[config.mk]
export PLATFORM = sky130hd
export DESIGN_NAME = rp_scaler_flat
export DESIGN_NICKNAME = d
export VERILOG_FILES = /design/src/rp_pkg.sv /design/src/rp_if.sv /design/src/rp_scaler.sv /design/src/flat_wrapper.sv
export SDC_FILE = /design/constraint.sdc
export NUM_CORES = 2
export LEC_CHECK = 0
export CAP_MARGIN = 40
export CORE_MARGIN = 2
export CORE_UTILIZATION = 55
export CTS_CLUSTER_SIZE = 20
export DETAILED_ROUTE_END_ITERATION = 7
export DONT_BUFFER_PORTS = 1
export GPL_TIMING_DRIVEN = 0
export PLACE_DENSITY = 0.8
export SLEW_MARGIN = 0
export SYNTH_ARGS = -nofsm -noshare
export SYNTH_HDL_FRONTEND = slang
export SYNTH_SLANG_ARGS = --single-unit
[constraint.sdc]
create_clock -name clk -period 10.25 [get_ports clk]
set_input_delay 1.5375 -clock clk [delete_from_list [all_inputs] [get_ports clk]]
set_output_delay 1.5375 -clock clk [all_outputs]
set_load 0.01 [all_outputs]
[src/rp_pkg.sv]
`timescale 1ns / 1ps
// Shared types, codes and constants of the random projection quantiser.
// Used by every file under src; depends on nothing else.

package rp_pkg;

  // Default matrix dimensions (rows are outputs, columns are samples).
  localparam int MAX_INPUT_DIM_DEF  = 64;
  localparam int MAX_TARGET_DIM_DEF = 64;

  // Field widths of the two channels.
  localparam int KIND_W   = 1;
  localparam int ROW_W    = 6;
  localparam int COL_W    = 6;
  localparam int WEIGHT_W = 16;
  localparam int SAMPLE_W = 16;
  localparam int VALUE_W  = 8;
  localparam int INDEX_W  = 6;

  // Item kinds.
  localparam logic [KIND_W-1:0] KIND_WEIGHT = 1'b0;
  localparam logic [KIND_W-1:0] KIND_SAMPLE = 1'b1;

  // Configuration register widths and reset values.
  localparam int CFG_LEN_W    = 7;
  localparam int CFG_CNT_W    = 7;
  localparam int CFG_SCALE_W  = 16;
  localparam int CFG_DATA_W   = 16;
  localparam int CFG_INDEX_W  = 2;
  localparam logic [CFG_LEN_W-1:0]   INPUT_LENGTH_RST = 7'd64;
  localparam logic [CFG_CNT_W-1:0]   OUTPUT_COUNT_RST = 7'd16;
  localparam logic [CFG_SCALE_W-1:0] SCALE_RECIP_RST  = 16'd8192;

  // Configuration register indexes.
  typedef enum logic [CFG_INDEX_W-1:0] {
    CFG_INPUT_LENGTH = 2'd0,
    CFG_OUTPUT_COUNT = 2'd1,
    CFG_SCALE_RECIP  = 2'd2
  } rp_cfg_idx_t;

  // Arithmetic widths.
  localparam int PROD_W    = WEIGHT_W + SAMPLE_W;       // weight times sample
  localparam int ACC_W     = 40;                        // row accumulator
  localparam int SPLIT_W   = 16;                        // low part of the accumulator
  localparam int HI_W      = ACC_W - SPLIT_W;           // high part, signed
  localparam int PHI_W     = HI_W + CFG_SCALE_W + 1;    // high partial product
  localparam int PLO_W     = SPLIT_W + CFG_SCALE_W;     // low partial product
  localparam int SCALED_W  = ACC_W + CFG_SCALE_W + 1;   // full scaled value
  localparam int Q_SHIFT   = 36;
  localparam int Q_MAX     = 127;
  localparam int Q_MIN     = -128;

  // Added to negative values before the shift so that it truncates toward zero.
  localparam logic signed [SCALED_W-1:0] TRUNC_BIAS =
    (SCALED_W'(1) <<< Q_SHIFT) - SCALED_W'(1);

  // Control of the accumulator ring.
  typedef struct packed {
    logic shift;
    logic clear;
  } rp_ring_ctl_t;

endpackage

[src/rp_if.sv]


interface rp_out_if;
  logic                                  valid;
  logic                                  ready;
  logic signed [rp_pkg::VALUE_W-1:0]     value;
  logic        [rp_pkg::INDEX_W-1:0]     index;
  logic                                  last;

  modport source(output valid, value, index, last, input ready);
  modport sink(input valid, value, index, last, output ready);
endinterface

[src/rp_scaler.sv]
`timescale 1ns / 1ps
// Scaling and int8 quantisation pipeline with the result register.
// Depends on rp_pkg and the rp_out_if interface.

module rp_scaler (
  input  logic                                   clk,
  input  logic                                   rst_n,
  input  logic                                   in_vld,
  input  logic signed [rp_pkg::ACC_W-1:0]        in_acc,
  input  logic        [rp_pkg::INDEX_W-1:0]      in_index,
  input  logic                                   in_last,
  input  logic        [rp_pkg::CFG_SCALE_W-1:0]  scale,
  output logic                                   take,
  rp_out_if.source                               out_ch
);

  localparam int SW = rp_pkg::SCALED_W;

  logic                                  adv;

  // Stage one: partial products.
  logic                                  s1_vld_r;
  logic signed [rp_pkg::PHI_W-1:0]       p_hi_r;
  logic        [rp_pkg::PLO_W-1:0]       p_lo_r;
  logic        [rp_pkg::INDEX_W-1:0]     s1_index_r;
  logic                                  s1_last_r;
  logic signed [rp_pkg::PHI_W-1:0]       p_hi_nxt;
  logic        [rp_pkg::PLO_W-1:0]       p_lo_nxt;

  // Stage two: full scaled value.
  logic                                  s2_vld_r;
  logic signed [SW-1:0]                  scaled_r;
  logic        [rp_pkg::INDEX_W-1:0]     s2_index_r;
  logic                                  s2_last_r;
  logic signed [SW-1:0]                  scaled_nxt;

  // Result register.
  logic                                  out_vld_r;
  logic signed [rp_pkg::VALUE_W-1:0]     value_r;
  logic        [rp_pkg::INDEX_W-1:0]     index_r;
  logic                                  last_r;
  logic signed [SW-1:0]                  biased;
  logic signed [SW-1:0]                  q_full;
  logic signed [rp_pkg::VALUE_W-1:0]     value_nxt;

  // The whole pipeline moves when the result register is free or being taken.
  assign adv  = !out_vld_r || out_ch.ready;
  assign take = adv;

  // The accumulator is split so that neither multiplier exceeds 24 by 17 bits.
  assign p_hi_nxt = $signed(in_acc[rp_pkg::ACC_W-1:rp_pkg::SPLIT_W]) * $signed({1'b0, scale});
  assign p_lo_nxt = in_acc[rp_pkg::SPLIT_W-1:0] * scale;

  // Recombine the partial products.
  assign scaled_nxt = (SW'(p_hi_r) <<< rp_pkg::SPLIT_W) + $signed(SW'(p_lo_r));

  // Shift right with truncation toward zero, then saturate to int8.
  always_comb begin
    biased = scaled_r + (scaled_r[SW-1] ? rp_pkg::TRUNC_BIAS : '0);
    q_full = biased >>> rp_pkg::Q_SHIFT;
    if (q_full > $signed(SW'(rp_pkg::Q_MAX))) begin
      value_nxt = rp_pkg::VALUE_W'(rp_pkg::Q_MAX);
    end else if (q_full < $signed(SW'(rp_pkg::Q_MIN))) begin
      value_nxt = rp_pkg::VALUE_W'(rp_pkg::Q_MIN);
    end else begin
      value_nxt = q_full[rp_pkg::VALUE_W-1:0];
    end
  end

  // Valid bits of the stages.
  always_ff @(posedge clk) begin
    if (!rst_n) begin
      s1_vld_r  <= 1'b0;
      s2_vld_r  <= 1'b0;
      out_vld_r <= 1'b0;
    end else if (adv) begin
      s1_vld_r  <= in_vld;
      s2_vld_r  <= s1_vld_r;
      out_vld_r <= s2_vld_r;
    end
  end

  // Payload of the stages.
  always_ff @(posedge clk) begin
    if (adv) begin
      p_hi_r     <= p_hi_nxt;
      p_lo_r     <= p_lo_nxt;
      s1_index_r <= in_index;
      s1_last_r  <= in_last;
      scaled_r   <= scaled_nxt;
      s2_index_r <= s1_index_r;
      s2_last_r  <= s1_last_r;
      value_r    <= value_nxt;
      index_r    <= s2_index_r;
      last_r     <= s2_last_r;
    end
  end

  assign out_ch.valid = out_vld_r;
  assign out_ch.value = value_r;
  assign out_ch.index = index_r;
  assign out_ch.last  = last_r;

endmodule

[src/flat_wrapper.sv]
// flat-port wrapper written by rule: the top's interface ports become plain ports
module rp_scaler_flat 
  (clk, rst_n, in_vld, in_acc, in_index, in_last, scale, take, out_ch_valid, out_ch_value, out_ch_index, out_ch_last, out_ch_ready);
  rp_out_if out_ch_i ();
  input  logic clk;
  input  logic rst_n;
  input  logic in_vld;
  input  logic signed [rp_pkg::ACC_W-1:0] in_acc;
  input  logic        [rp_pkg::INDEX_W-1:0] in_index;
  input  logic in_last;
  input  logic        [rp_pkg::CFG_SCALE_W-1:0] scale;
  output logic take;
  output wire logic [$bits(out_ch_i.valid)-1:0] out_ch_valid;
  output wire logic [$bits(out_ch_i.value)-1:0] out_ch_value;
  output wire logic [$bits(out_ch_i.index)-1:0] out_ch_index;
  output wire logic [$bits(out_ch_i.last)-1:0] out_ch_last;
  input wire logic [$bits(out_ch_i.ready)-1:0] out_ch_ready;
  assign out_ch_valid = out_ch_i.valid;
  assign out_ch_value = out_ch_i.value;
  assign out_ch_index = out_ch_i.index;
  assign out_ch_last = out_ch_i.last;
  assign out_ch_i.ready = out_ch_ready;
  rp_scaler u_core (.clk(clk), .rst_n(rst_n), .in_vld(in_vld), .in_acc(in_acc), .in_index(in_index), .in_last(in_last), .scale(scale), .take(take), .out_ch(out_ch_i));
endmodule
Yosys cells after proc, flatten, opt, wreduce, memory -nomap -nowiden
Index checks and enable logic that the tools add are counted.
{ "word_totals": {"ff_bits": 162, "in_bits": 67, "wordCells": 23} }
{ "op_classes": {"addsub": 2, "multipliers": 2, "n_lt_le_gt_ge": 2, "n_mux": 2, "n_reduce_logical": 2} }
{ "op_table": {"columns": ["cell", "n"], "rows": [
  ["adder 57 x 33 -> 57 bit", 1],
  ["adder 57 x 36 -> 57 bit", 1],
  ["multiplier 24 x 17 -> 41 bit", 1],
  ["two-way mux 36 bit", 1],
  ["multiplier 16 x 16 -> 32 bit", 1],
  ["greater-than comparator 21 x 8 -> 1 bit (second input constant)", 1],
  ["less-than comparator 21 x 8 -> 1 bit (second input constant)", 1],
  ["two-way mux 8 bit", 1],
  ["logical NOT 1 bit", 1],
  ["logical OR 1 bit", 1]
]} }

Depth between registers and ports, before layout
{ "logic_depth": {"depth_word": 4, "depth_mapped": 25, "ltp_nobuf": 24} }

Least setup slack after synthesis
No wires, ideal clock.
{ "synth_path": {"path_type": "input to register", "start": "input in_acc[39] (netlist bit)", "end": "register u_core.p_hi_r[40] (netlist bit), data pin", "setup_ns": 0.265, "t_arrival_ns": 7.482, "setup_slack_ns": 2.503, "cell_stages": 23, "n_path_buf": 1, "path_cell_list": "clkbuf_1 -> nand2_1 -> fa_1 -> inv_1 -> fa_1 -> inv_1 -> fa_1 -> fa_1 -> inv_1 -> fa_1 -> inv_1 -> fa_1 -> inv_1 -> ha_1 -> a21oi_1 -> nor2b_1 -> o21a_1 -> o21a_1 -> o21ai_0 -> or4b_2 -> o21ai_0 -> nand4b_1 -> nand4_1"} }
{ "synth_between": {"elab_chain_cells": 1} }
{ "synth_rtl": {"columns": ["item", "line", "text"], "rows": [
  ["start, declared", "flat_wrapper.sv:8", "input logic signed [rp_pkg::ACC_W-1:0] in_acc;"],
  ["multiplier 24 x 17 -> 41 bit", "rp_scaler.sv:51", "assign p_hi_nxt = $signed(in_acc[rp_pkg::ACC_W-1:rp_pkg::SPLIT_W]) * $signed({1'b0, scale});"],
  ["named net u_core.p_hi_nxt, one bit", "rp_scaler.sv:27", "logic signed [rp_pkg::PHI_W-1:0] p_hi_nxt;"],
  ["end signal, assigned", "rp_scaler.sv:86", "p_hi_r <= p_hi_nxt;"],
  ["end, declared", "rp_scaler.sv:23", "logic signed [rp_pkg::PHI_W-1:0] p_hi_r;"]
]} }
The timed path passes the listed nets, and every way through them passes these cells.
A chain may end at the register's enable or synchronous reset.

Final worst setup path
{ "layout_path": {"start": "input scale[3] (netlist bit)", "end": "register u_core.p_hi_r[39] (netlist bit), data pin"} }
{ "layout_between": {"elab_chain_cells": 1} }
{ "layout_rtl": {"columns": ["item", "line", "text"], "rows": [
  ["start, declared", "flat_wrapper.sv:11", "input logic [rp_pkg::CFG_SCALE_W-1:0] scale;"],
  ["multiplier 24 x 17 -> 41 bit", "rp_scaler.sv:51", null],
  ["named net u_core.p_hi_nxt, one bit", "rp_scaler.sv:27", null]
]} }
The timed path passes the listed nets, and every way through them passes these cells.

==> impl_metrics.yaml <==
synth:
  synth_compound_area_share_pct: 5.35
  ys.flop_type: "edfxtp_1"
  synth_top_family_by_area: "adder cells"
  synth_mux_area_share_pct: 0.0380
  synth_edf_count: 159
  ys_seq_elements: 162
  seq_area_frac_synth_pct: 16.3
  synth-xor-area-share_pct: 3.31
  synth_adder_area_share_pct: 49.4
  synth_top_area_cell: "fa_1"
  synth_area_per_cell_um2: 9.67
  yosysTopAreaCellShare_pct: 38.6
  synth_cell_types: 67
  synthTopCellsByArea: "fa_1 (39%), edfxtp_1 (16%), ha_1 (11%)"
  synth.net_count: 3961
  synth_async_sr_flop_share_pct: 0
  yosys_warnings: 0
  synth_area_um2: 29700
  yosys.area_share.simple_pct: 15.4
  synthCells: 3066
timing:
  rsz0062_at_grt: "no"
  finalCriticalPeriod_ns: 8.87
  setup_viol: 0
  slew_headroom_pct: 31.6
  hold_viol_final: 0
  fin_crit_sh_pct: 86.5
  hold_ws_ns: 0.420
  slew_viol_final: 0
  setup_tns_ns: 0
  tightestPinTransition_ns: 1.03
  fin_skew_ns: 0.0157
  max_clock_freq_mhz: 113
setup_path:
  crit_path_end_kind: "flip-flop"
  required_ns: 10.47
  path_max_fanout: 10
  start_kind: "input pin"
  slowest_delay_ns: 0.60
  reg2reg_from: "u_core.scaled_r[56]"
  cp_num_buf_inv: 5
  cp.arrival_ns: 9.09
  crit_top_cell: "fa_1"
  critPathTopFamily: "adder cells"
  worstSetupStartpoint: "scale[3]"
  crit_type: "input pin to flip-flop"
  slowest_stage: "clkbuf_1"
  crit_chain: "clkbuf_1, clkbuf_1, nand2_1, fa_1, fa_1, inv_1, fa_1, inv_1, fa_1, fa_1, inv_1, fa_1, ha_1, a21o_1, a211oi_1, nor3b_1, a211oi_1, o31a_1, a21bo_2, a41oi_1, o21ai_0, a221oi_1, xnor2_1"
global_route:
  busiest_layer: "met2"
  grt_pass1_wl_mm: 122
  overflow: 0
  first_global_vias: 22813
  grt_max_degree: 86
  met2_usage_pct: 46.3
  antenna_found_initial: 3
  use_met3_pct: 7.75
  grt.total_usage_pct: 28.6
  use_met1_pct: 36.2
floorplan:
  core_area_um2: 53600
  start_util_pct: 55.3
  fp.dieW_um: 236
  die_area_um2: 55800
  rows: 85
  ios: 84
  fp.dieH_um: 236
layout:
  nFillCells: 4501
  regArea_um2: 4830
  multiInputGateArea_um2: 21800
  drive_above_1_share_pct: 1.97
  syn2layout_area_growth_pct: 5.44
  layout.nets: 3986
cts:
  cts.sinks: 162
  cts_made_buffers: 17
  ctsRootBufferMaster: "clkbuf_16"
  htree_levels: 4
  clock_path_buffers: 2
  cts_tree: "yes"
  path_clk_slew_ns: 0.07
  postCtsSetupBuffers: 0
  hold_buffers: 0
  cts_resized: 0
  clock_latency_ns: 0.44
drt:
  drc: 0
  viasPerCell: 5.63
  routed_wl_mm: 76.2
  wl_per_cell_um: 20.1
  ant_nets: 0
  drt_iter0_drc: 1661
  dr.pass1.iters: 6
  route.vias.total: 21396
flow_run:
  max_cap_viol_count: 0
place:
  io_buffers: 0
  hpwl_mm: 61.6
  gp_congestion: 0.952
hold_path:
  min_from: "u_core.s1_index_r[4]"
  min-delay-path-class: "flip-flop to flip-flop"
run_status:
  status: "finished, final reports clean"
## layer usage
layer	vias up	wire [um]
met5	-	125
met4	6	3750
met3	247	8290
met2	1084	35100
met1	10660	28900
li1	9399	-
## state kept, by name (all words and copies together) (netlist names)
| name | flops |
|---|---|
| u_core.scaled_r | 57 |
| u_core.p_hi_r | 41 |
| u_core.p_lo_r | 32 |
| u_core.out_ch.value | 8 |
| u_core.out_ch.index | 6 |
| u_core.s1_index_r | 6 |
| u_core.s2_index_r | 6 |
| u_core.out_ch.last | 1 |
| u_core.out_ch.valid | 1 |
| u_core.s1_last_r | 1 |
| u_core.s1_vld_r | 1 |
| u_core.s2_last_r | 1 |
| u_core.s2_vld_r | 1 |
## Yosys cell counts (4+ instances only)
master	count
clkbuf_1	109
and3_1	16
o211ai_1	8
o21ai_0	46
o21a_1	10
nand2b_1	13
edfxtp_1	159
nand3b_1	4
and2_1	291
a21o_1	28
xor2_1	27
or2_2	4
o21bai_1	10
nand2_1	410
fa_1	572
and4_1	4
xnor2_1	85
nand4_1	13
nor4_1	6
a31oi_1	8
a211oi_1	10
a21boi_0	7
inv_1	696
o2111ai_1	4
nor3b_1	8
ha_1	256
nor3_1	26
a21oi_1	71
nor2_1	49
or3_1	7
nand3_1	39
nor2b_1	13
## cell families (layout without fill, tap and decap cells)
group	Yosys count	after routing
AO/OA/AOI/OAI	241	241
buffers and inverters	808	846
AND/OR/NAND/NOR	914	914
other	0	1
flip-flops	162	162
multiplexers	1	1
XOR/XNOR	112	112
adder cells (fa/ha/maj)	828	828
## cells in the final DEF, fill, tap and decap left out, drive strengths merged, types with 26 or more instances in the layout
| master | n |
|---|---|
| nand2 | 410 |
| nand3 | 40 |
| ha | 256 |
| a21o | 29 |
| edfxtp | 159 |
| xnor2 | 85 |
| inv | 704 |
| nor3 | 26 |
| o21ai | 50 |
| xor2 | 27 |
| clkbuf | 127 |
| a21oi | 72 |
| fa | 572 |
| and2 | 291 |
| nor2 | 50 |
## layout make-up
class | instances | area share [%]
Antenna cell | 1 | 0.00800
Buffer | 111 | 1.34
Clock buffer | 18 | 1.37
Clock inverter | 14 | 0.680
Inverter | 697 | 8.38
Multi-Input combinational cell | 2096 | 69.7
Sequential cell | 162 | 15.5
Tap cell | 696 | 2.78
Timing Repair Buffer | 6 | 0.300
## path summary, 6_finish.rpt
check / to / slack (ns) / cells past startpoint
setup / recovery: u_core.p_hi_r[39] / 1.38 / 23
hold reg to reg: u_core.s2_index_r[4] / 0.42 / 0
hold / removal: u_core.s2_index_r[4] / 0.42 / 0
setup reg to reg: u_core.out_ch.value[0] / 5.86 / 12
## metrics by stage
| step | cell area, um2 | worst slack (ns) | util, % | instances |
|---|---|---|---|---|
| 2_1_floorplan | 29700 | 2.50 | - | 3066 |
| 3_3_place_gp | 30500 | 1.05 | 57.0 | 3762 |
| 3_5_place_dp | 30600 | 1.11 | 57.1 | 3767 |
| 4_1_cts | 31300 | 1.58 | 58.3 | 3799 |
| 5_1_grt | 31300 | 0.971 | 58.3 | 3800 |
| 6_report | 31300 | 1.38 | 58.3 | 3801 |
Power is left out: the tool's default activity adds up to more than one toggle a clock period on the data nets, which glitch-free logic cannot reach.
