[config.mk]
export PLATFORM = sky130hd
export DESIGN_NAME = rp_cell
export DESIGN_NICKNAME = d
export VERILOG_FILES = /design/src/rp_pkg.sv /design/src/rp_cell.sv
export SDC_FILE = /design/constraint.sdc
export NUM_CORES = 1
export LEC_CHECK = 0
export BUFFER_PORTS_ARGS = -buffer_cell sky130_fd_sc_hd__buf_4
export CORE_MARGIN = 2
export CORE_UTILIZATION = 46
export CTS_CLUSTER_DIAMETER = 50
export CTS_CLUSTER_SIZE = 16
export DETAILED_ROUTE_END_ITERATION = 16
export GPL_TIMING_DRIVEN = 0
export PLACE_DENSITY = 0.83
export SLEW_MARGIN = 20
export SYNTH_ARGS = -nofsm -noshare
export SYNTH_HDL_FRONTEND = slang
export SYNTH_SLANG_ARGS = --single-unit
[constraint.sdc]
create_clock -name clk -period 1.5 [get_ports clk]
set_input_delay 0.3 -clock clk [delete_from_list [all_inputs] [get_ports clk]]
set_output_delay 0.3 -clock clk [all_outputs]
set_load 0.02 [all_outputs]
[src/rp_pkg.sv]
`timescale 1ns / 1ps
// Shared types, codes and constants of the random projection quantiser.
// Used by every file under src; depends on nothing else.

package rp_pkg;

  // Default matrix dimensions (rows are outputs, columns are samples).
  localparam int MAX_INPUT_DIM_DEF  = 64;
  localparam int MAX_TARGET_DIM_DEF = 64;

  // Field widths of the two channels.
  localparam int KIND_W   = 1;
  localparam int ROW_W    = 6;
  localparam int COL_W    = 6;
  localparam int WEIGHT_W = 16;
  localparam int SAMPLE_W = 16;
  localparam int VALUE_W  = 8;
  localparam int INDEX_W  = 6;

  // Item kinds.
  localparam logic [KIND_W-1:0] KIND_WEIGHT = 1'b0;
  localparam logic [KIND_W-1:0] KIND_SAMPLE = 1'b1;

  // Configuration register widths and reset values.
  localparam int CFG_LEN_W    = 7;
  localparam int CFG_CNT_W    = 7;
  localparam int CFG_SCALE_W  = 16;
  localparam int CFG_DATA_W   = 16;
  localparam int CFG_INDEX_W  = 2;
  localparam logic [CFG_LEN_W-1:0]   INPUT_LENGTH_RST = 7'd64;
  localparam logic [CFG_CNT_W-1:0]   OUTPUT_COUNT_RST = 7'd16;
  localparam logic [CFG_SCALE_W-1:0] SCALE_RECIP_RST  = 16'd8192;

  // Configuration register indexes.
  typedef enum logic [CFG_INDEX_W-1:0] {
    CFG_INPUT_LENGTH = 2'd0,
    CFG_OUTPUT_COUNT = 2'd1,
    CFG_SCALE_RECIP  = 2'd2
  } rp_cfg_idx_t;

  // Arithmetic widths.
  localparam int PROD_W    = WEIGHT_W + SAMPLE_W;       // weight times sample
  localparam int ACC_W     = 40;                        // row accumulator
  localparam int SPLIT_W   = 16;                        // low part of the accumulator
  localparam int HI_W      = ACC_W - SPLIT_W;           // high part, signed
  localparam int PHI_W     = HI_W + CFG_SCALE_W + 1;    // high partial product
  localparam int PLO_W     = SPLIT_W + CFG_SCALE_W;     // low partial product
  localparam int SCALED_W  = ACC_W + CFG_SCALE_W + 1;   // full scaled value
  localparam int Q_SHIFT   = 36;
  localparam int Q_MAX     = 127;
  localparam int Q_MIN     = -128;

  // Added to negative values before the shift so that it truncates toward zero.
  localparam logic signed [SCALED_W-1:0] TRUNC_BIAS =
    (SCALED_W'(1) <<< Q_SHIFT) - SCALED_W'(1);

  // Control of the accumulator ring.
  typedef struct packed {
    logic shift;
    logic clear;
  } rp_ring_ctl_t;

endpackage

[src/rp_cell.sv]
`timescale 1ns / 1ps
// One accumulator cell of the row ring: holds one 40-bit row sum.
// Depends on rp_pkg for the accumulator width and the ring control type.

module rp_cell (
  input  logic                              clk,
  input  logic                              rst_n,
  input  rp_pkg::rp_ring_ctl_t              ctl,
  input  logic signed [rp_pkg::ACC_W-1:0]   d_in,
  output logic signed [rp_pkg::ACC_W-1:0]   q
);

  logic signed [rp_pkg::ACC_W-1:0] acc_r;

  // The sum is cleared at the end of a vector, otherwise it takes the
  // neighbour's value whenever the ring moves.
  always_ff @(posedge clk) begin
    if (!rst_n) begin
      acc_r <= '0;
    end else if (ctl.clear) begin
      acc_r <= '0;
    end else if (ctl.shift) begin
      acc_r <= d_in;
    end
  end

  assign q = acc_r;

endmodule

Yosys cells after proc, flatten, opt, wreduce, memory -nomap -nowiden
Cells that the tools add are included.
{"block": "word_totals", "word_cells": 3, "input_bits": 44, "output_inout_bits": 40, "ff_bits": 40}
{"block": "op_classes", "n_bitwise": 1, "n_reduce_logical": 1}
{"op": "$reduce_or A2 Y1", "n": 1}
{"op": "$not A1 Y1", "n": 1}

Longest topological paths before layout
Gate-level depths: netlist of run 1.
{"block": "logic_depth", "ltp_word": 2, "depth_mapped": 4}

Least setup slack after synthesis of run 1
Ideal clock, no wire load.
{"block": "synth_timing", "path_kind": "input -> register", "from": "input ctl[1] in the netlist's numbering", "to": "register acc_r, in the netlist q[0]", "path_slack_ns": 0.607, "t_required_ns": 1.372, "stages": 4, "t_arrival_ns": 0.765, "path_cell_list": "buf_6 buf_12 mux2i_1 nor2_1"}
{"element": "start: declaration", "line": "rp_cell.sv:8", "source": "input rp_pkg::rp_ring_ctl_t ctl,"}
{"element": "end signal: assignment", "line": "rp_cell.sv:23", "source": "acc_r <= d_in;"}
{"element": "end: declaration", "line": "rp_cell.sv:13", "source": "logic signed [rp_pkg::ACC_W-1:0] acc_r;"}

Worst setup path in the final report of run 1
{"block": "layout_timing", "from": "register acc_r, in the netlist q[24]", "to": "output q[24] in the netlist's numbering"}
{"element": "end: declaration", "line": "rp_cell.sv:10", "source": "output logic signed [rp_pkg::ACC_W-1:0] q"}
No word-level cell between the ends.

==> results.md, run 1 <==
- Yosys warns: 0
- Drt pass-1 iters: 2
- Synth area leader: dfxtp_1
- Design area: ~2200 um^2
- Top post-synthesis cells by count: dfxtp_1, mux2i_1, nor2_1, buf_12, clkbuf_1
- Post-layout net count: ~260
- Number of instances in the placed design: 256
- Pwr Density: ~920 nW/um^2
- Max reg flops: 40
- R2r startpoint: q[28]
- Reg2reg end: q[28]
- Worst Hold Launch: d_in[34]
- Seq/Total Area, Yosys: a little over half
- Setup TNS: 0 ns
- Synth async-reset ratio: 0%
- Number of post-CTS setup repair buffers: 0
- First-pass GRT wire length: 5.13 mm
- Proportion of layout cells with a drive suffix above 1: between 40% and 50%
- Skew final: 0 ns
- Post-synth cell types: 8
- Syn Inst Count: 130
- Synthesized net count: roughly 170
- Mean routed wirelength per cell: 12.6 um
- Num CTS Buffers: 5
- Crit path buf inv count: 1
- Worst-Margin Slew: ~0.42 ns
- HPWL Detailed: 2.64 mm
- Die Ht: around 60 um
- Post-route DRC: 0
- CTS sink count: 40
- Final hold violation count: 0
- Area delta synth->final: 50.3%
- Tcrit/Tclk final: 78.5%
- Most area-consuming cells after synthesis: dfxtp_1, mux2i_1, nor2_1
- Post-synth EDFFs: 0
- RSZ-0062 raised after global routing: no
- Post-synth top area share: a little over half
- Worst-Skew Late Latency: 0.34 ns
- Final ANT Viol Nets: 0
- CTS max path bufs: 2
- Core ar.: around 3100 um^2
- DIE WIDTH: approximately 60 um
- Register-to-register setup slack: about 0.83 ns
- Number of global-route vias before repair: around 1200
- Fillcell total: between 200 and 250
- Antenna cell count: 0
- R2R depth: 2
- # resized after CTS: 0
- Fmax: ~850 MHz
- Slew Limit Fails: 0
- Core Rows: 20
- CP Cell Sequence: buf_4
- Max-slew headroom: 72.1%
- GR Util met3: under 10%
- Cell Area, Synth: 1470 um^2
- Die area: 3650 um^2
- GR Overflow Total: 0
- Max Cap Violations: 0
- Largest net degree at the start of global routing: 14
- Crit-path max FO: 2
- GR peak layer: met2
- Initial antenna violation count: 0
- Met1 Track Usage GR: 19.9%
- CP Launch Type: flip-flop
- WHS Path Cells: 3
- CTS root buf: clkbuf_4
- Critical Path Slowest Stage Cell: dfxtp_1
- Total track usage: between 10% and 20%
- WL final: between 3 and 4 mm
- Setup crit start: q[24]
- Leak Pwr: 1.11 nW
- Cts hold-fix bufs: 0
- Syn avg cell area: around 11 um^2
- Synth Flop Type: dfxtp_1
- CTS tree: done
- Via density: between 4 and 5
- I/O pin total: 84
- Worst min-delay path class: in2reg
- Met2 global-route usage: between 30% and 40%
- Min Tclk post-route: approximately 1.2 ns
- I/O Buffers: 82
- Crit Path Class: reg2out
- Data arrival, critical path: between 0.8 and 0.9 ns
- Final Non-Filler Cells: about 260
- Initial DRC Count: 37
- Initial Utilization: 48.0%
- WP data required: between 1 and 1.5 ns
- Clk slew on worst S/H paths: around 0.12 ns
- CP max stage delay: between 0.3 and 0.4 ns
- Synthesized flop and latch total: 40
- Outcome: finished, final reports clean
- GP Congestion: between 0.6 and 0.7
- Via count: 1192
- Hold Path End: q[34]
- Cell Area, Placed: 2140 um^2
- Worst vdd ir: roughly 570 uV
- Top delay family on crit path: flip-flops
- CP Capture Type: output pin
- Max H-tree Level: 2
- Final setup fails: 0
-- placed cells by master (no fill, tap or decap), drive strengths merged --
| cell | synthesis | routed |
|---|---|---|
| buf | 6 | 88 |
| dfxtp | 40 | 40 |
| nor2 | 40 | 40 |
| clkinvlp | 0 | 2 |
| clkbuf | 3 | 9 |
| nand2b | 1 | 1 |
| mux2i | 40 | 40 |
-- per-layer routing --
| metal | part of all wire (%) | routed length [um] |
|---|---|---|
| met1 | 37 | 1240 |
| met2 | 52 | 1740 |
| met3 | 9.5 | 316 |
| met4 | 0.84 | 28 |
| met5 | 0 | 0 |
-- area by class of cell --
type / instances / area, um^2 / share of cell area, %
clock inverters: 2 / 15.0 / 0.682
repair buffers: 82 / 616 / 28.0
multi-input cells: 81 / 557 / 25.3
well taps: 44 / 55.1 / 2.50
plain buffers: 9 / 108 / 4.89
flip-flops and latches: 40 / 801 / 36.4
clock buffers: 6 / 51.3 / 2.33
-- power breakdown --
part           switching (W)  internal (W)
clock               0.000350      0.000228
sequential         0.0000188       0.00110
combinational       0.000146      0.000189
-- cells by family (layout without fill, tap and decap cells) --
logic type,after synthesis,in the layout,share of synthesized area [%]
DFF,40,40,54.7
buffers and inverters,9,99,7.34
muxes,40,40,27.3
and+or+nand+nor,41,41,10.7
-- how the worst max path moves through the flow --
stage / endpoint / slack, ns / cells after the start
after CTS: q[24] / 0.30 / 1
after global routing: q[26] / 0.26 / 1
after global placement: q[27] / 0.37 / 4
after detailed placement: q[31] / 0.30 / 4
final: q[24] / 0.32 / 1
after floorplan: q[0] / 0.61 / 4
-- per-stage QoR --
step | utilization (%) | setup WS [ns] | power, W | hold slack (ns)
final | 72.1 | 0.322 | 0.00203 | 0.185
after global routing | 72.1 | 0.264 | 0.00213 | 0.159
after CTS | 72.1 | 0.304 | 0.00206 | 0.169
after detailed placement | 70.0 | 0.304 | 0.00148 | 0.485
after global placement | 70.0 | 0.369 | 0.00146 | 0.476
after floorplan | - | 0.607 | 0.00132 | 0.447
Power figures use the tool's default switching activity.
==> run 2: changes to the inputs <==
- CORE_UTILIZATION: 46 -> 43
- PLACE_DENSITY: 0.83 -> 0.79
- clock period: 1.5 -> 1.18 ns (I/O delays scaled with it)
==> results.md, run 2 (synthesized netlist as in run 1, its figures left out) <==
- Outcome: finished, final reports clean
- Antenna cell count: 0
- WL final: about 3.1 mm
- CTS max path bufs: 2
- Skew final: 0 ns
- Crit path buf inv count: 1
- Cts hold-fix bufs: 0
- I/O Buffers: 82
- R2R depth: 2
- Critical Path Slowest Stage Cell: dfxtp_1
- Initial antenna violation count: 0
- WHS Path Cells: 3
- CP Capture Type: output pin
- RSZ-0062 raised after global routing: no
- # resized after CTS: 0
- CP max stage delay: 0.36 ns
- Tcrit/Tclk final: between 90 and 100%
- CP Launch Type: flip-flop
- HPWL Detailed: 2.45 mm
- Min Tclk post-route: around 1.1 ns
- Clk slew on worst S/H paths: around 0.1 ns
- WP depth: 1
- GR Overflow Total: 0
- First-pass GRT wire length: about 5.3 mm
- Via count: between 1000 and 1500
- Drt pass-1 iters: 4
- Mean routed wirelength per cell: about 12 um
- Proportion of layout cells with a drive suffix above 1: between 40% and 50%
- Max-slew headroom: between 70% and 80%
- Crit Path Class: reg2out
- Via density: 4.45
- Final ANT Viol Nets: 0
- Number of post-CTS setup repair buffers: 0
- Most common cell after layout, fill and taps aside: buf_4
- Slew Limit Fails: 0
- Final hold violation count: 0
- Core Rows: 21
- Initial DRC Count: 33
- Area of the multi-input gates: about 560 um^2
- WP data required: ~0.94 ns
- Post-route DRC: 0
- Die area: around 3900 um^2
- Worst min-delay path class: in2reg
- Max H-tree Level: 2
- I/O pin total: 84
- Crit-path max FO: 2
- CTS sink count: 40
- Worst-Skew Late Latency: between 0.3 and 0.4 ns
- Final Util: 66.0%
- Pwr Density: ~1100 nW/um^2
- Number of global-route vias before repair: ~1200
- Max reg flops: 40
- CTS tree: done
- Post-layout net count: approximately 260
- Most frequent cells in the layout: buf_4, mux2i_1, nor2_1, dfxtp_1, clkbuf_4
- Leak Pwr: around 1.1 nW
- DIE WIDTH: slightly above 60 um
- GP Congestion: about 0.68
- Top delay family on crit path: flip-flops
- Storage cell area: between 800 and 900 um^2
- Num CTS Buffers: 5
- Worst-Margin Slew: 0.401 ns
- Die Ht: roughly 62 um
- Area delta synth->final: 49.1%
- Fillcell total: 297
- Initial Utilization: approximately 44%
- Worst vdd ir: around 630 uV
- CTS root buf: clkbuf_4
- Final setup fails: 0
- Fmax: approximately 920 MHz
- Hold WS: around 0.13 ns
- Core ar.: roughly 3300 um^2
- CP Cell Sequence: buf_4
- Max Cap Violations: 0
- Largest net degree at the start of global routing: 12
- Setup TNS: 0 ns
- Total track usage: between 15 and 20%
- Total Power: between 0.002 and 0.0025 W
- Data arrival, critical path: between 0.8 and 0.9 ns
==> run 2: cell count changes in the layout (fill, tap and decap cells not counted), sizes merged <==
cell	change
clkinv	+1
clkinvlp	-2
==> run 2: worst paths after layout <==
kind         startpoint    end  slack [ns]
max               q[38]  q[38]        0.09
min            d_in[15]  q[15]        0.13
max reg2reg       q[12]  q[12]        0.53
min reg2reg       q[15]  q[15]        0.50
==> run 2: tightest hold or removal path, stage by stage <==
cell and delay, ns:
buf_4 0.08, mux2i_1 0.05, nor2_1 0.07
==> run 2: cell type report <==
cell class / count / area share [%]
flip-flops and latches: 40 / 36.7
repair buffers: 82 / 28.2
multi-input cells: 81 / 25.5
plain buffers: 9 / 4.93
well taps: 46 / 2.63
clock buffers: 6 / 1.89
clock inverters: 1 / 0.229
==> run 2: stage by stage <==
step / std cells / instance area [um^2] / worst slack, ns
floorplan: 130 / 1470 / 0.351
global placement: 258 / 2140 / 0.108
detailed placement: 258 / 2140 / 0.0549
CTS: 265 / 2180 / 0.0674
global route: 265 / 2180 / 0.0317
finish: 265 / 2180 / 0.0947
==> run 2: power breakdown <==
part	total, W	internal, W	switching (W)
clock	0.000620	0.000220	0.000400
sequential	0.00142	0.00139	0.0000227
combinational	0.000422	0.000240	0.000182
==> run 2: layer usage <==
metal | global-route usage (%) | vias to the layer above | share of wire (%) | routed length [um]
li1 | - | 598 | - | -
met1 | 18.3 | 527 | 40 | 1260
met2 | 30.2 | 50 | 50 | 1550
met3 | 7.75 | 4 | 8.5 | 267
met4 | 6.67 | 0 | 1.3 | 40
met5 | 0 | - | 0 | 0
==> run 3: changes to the inputs <==
- CORE_MARGIN: 2 -> 5
==> results.md, run 3 (synthesized netlist as in run 1, its figures left out) <==
- GP Congestion: 0.685
- CP Capture Type: output pin
- Met3 WL: roughly 260 um
- Max Cap Violations: 0
- Crit Path Class: reg2out
- Leak Pwr: 1.12 nW
- Power Internal: 0.00192 W
- DIE WIDTH: 68.4 um
- Initial antenna violation count: 0
- Worst vdd ir: 1050 uV
- Data arrival, critical path: 0.83 ns
- CTS sink count: 40
- # resized after CTS: 0
- Min Tclk post-route: 1.07 ns
- Final hold violation count: 0
- WP data required: around 0.94 ns
- Outcome: finished, final reports clean
- Max reg flops: 40
- Crit path buf inv count: 1
- Pwr Density: roughly 1100 nW/um^2
- Die area: between 4000 and 5000 um^2
- Die Ht: roughly 68 um
- Sw frac: around a quarter
- Setup TNS: 0 ns
- Area delta synth->final: 50.1%
- Total track usage: around 16%
- Critical Path Slowest Stage Cell: dfxtp_1
- Antenna cell count: 0
- Total Power: 0.00252 W
- Number of global-route vias before repair: approximately 1200
- First-pass GRT wire length: 5.43 mm
- CTS tree: done
- DP Worst Slack: roughly 0.041 ns
- Proportion of layout cells with a drive suffix above 1: a little over two fifths
- Cts hold-fix bufs: 0
- Final ANT Viol Nets: 0
- HPWL Detailed: 2.92 mm
- Tcrit/Tclk final: 90.6%
- Via count: between 1000 and 1500
- Via density: 4.53
- CTS max path bufs: 2
- CP Cell Sequence: buf_4
- PnR worst setup slack: roughly 0.11 ns
- CTS root buf: clkbuf_4
- Post-layout net count: around 260
- Top delay family on crit path: flip-flops
- Skew final: 0 ns
- Worst-Skew Late Latency: ~0.32 ns
- Max-slew headroom: between 60% and 70%
- Most frequent cells in the layout: buf_4, mux2i_1, nor2_1, dfxtp_1, clkbuf_4
- Combinational power share: 17.0%
- WL final: ~3.5 mm
- Slew Limit Fails: 0
- Met2 routed WL: between 1.5 and 2 mm
- RSZ-0062 raised after global routing: no
- Drt pass-1 iters: 4
- Initial DRC Count: between 50 and 60
- Max H-tree Level: 2
- Fillcell total: 298
- Worst-Margin Slew: between 0.4 and 0.5 ns
- Number of post-CTS setup repair buffers: 0
- Post-route DRC: 0
- GR Overflow Total: 0
- Clk slew on worst S/H paths: approximately 0.11 ns
- Core ar.: 3310 um^2
- Most common cell after layout, fill and taps aside: buf_4
- Uppermost routed layer: met4
- Final setup fails: 0
- Psw: between 0.0005 and 0.0006 W
- Num CTS Buffers: 5
- Worst min-delay path class: in2reg
- Flop pwr share: between 50% and 60%
- Final Non-Filler Cells: 266
- Crit-path max FO: 2
- Core Rows: 21
- Largest net degree at the start of global routing: 13
- Mean routed wirelength per cell: 13.2 um
- Number of instances in the placed design: approximately 260
- Fmax: 936 MHz
- Clk network pwr share: a little over a quarter
- I/O Buffers: 82
- I/O pin total: between 80 and 90
- Hold WS: between 0.1 and 0.15 ns
- CP max stage delay: around 0.36 ns
- M1 wire length: around 1.2 mm
- Initial Utilization: 44.3%
- CP Launch Type: flip-flop
==> run 3: worst paths after layout <==
| kind | from | endpoint | slack [ns] | depth (start not counted) |
|---|---|---|---|---|
| min reg2reg | q[21] | q[21] | 0.51 | 2 |
| min | d_in[34] | q[34] | 0.14 | 3 |
| max reg2reg | q[5] | q[5] | 0.51 | 2 |
| max | q[30] | q[30] | 0.11 | 1 |
==> run 3: layer usage <==
metal  vias up  global-route usage [%]
met3         4                    4.43
met4         0                    5.96
li1        601                       -
met2        38                    31.2
met5         -                       0
met1       563                    14.8
==> run 3: area by class of cell <==
cell class	instances	area (um^2)	share of cell area, %
timing repair buffer	82	616	28.0
tap	46	57.6	2.62
buffer	9	108	4.89
clock inverter	2	10.0	0.455
multi-input combinational	81	557	25.3
clock buffer	6	51.3	2.33
sequential	40	801	36.4
==> run 3: through the flow <==
stage / util, % / area [um^2]
floorplan: - / 1470
global placement: 64.6 / 2140
detailed placement: 64.6 / 2140
CTS: 66.4 / 2200
global route: 66.4 / 2200
finish: 66.4 / 2200
==> run 3: power groups by stage <==
stage          registers (W)  logic [W]  clock network [W]
5_1_grt              0.00142   0.000463           0.000755
6_report             0.00142   0.000427           0.000672
2_1_floorplan        0.00150   0.000172                  0
4_1_cts              0.00142   0.000433           0.000705
3_5_place_dp         0.00145   0.000432                  0
3_3_place_gp         0.00145   0.000418                  0
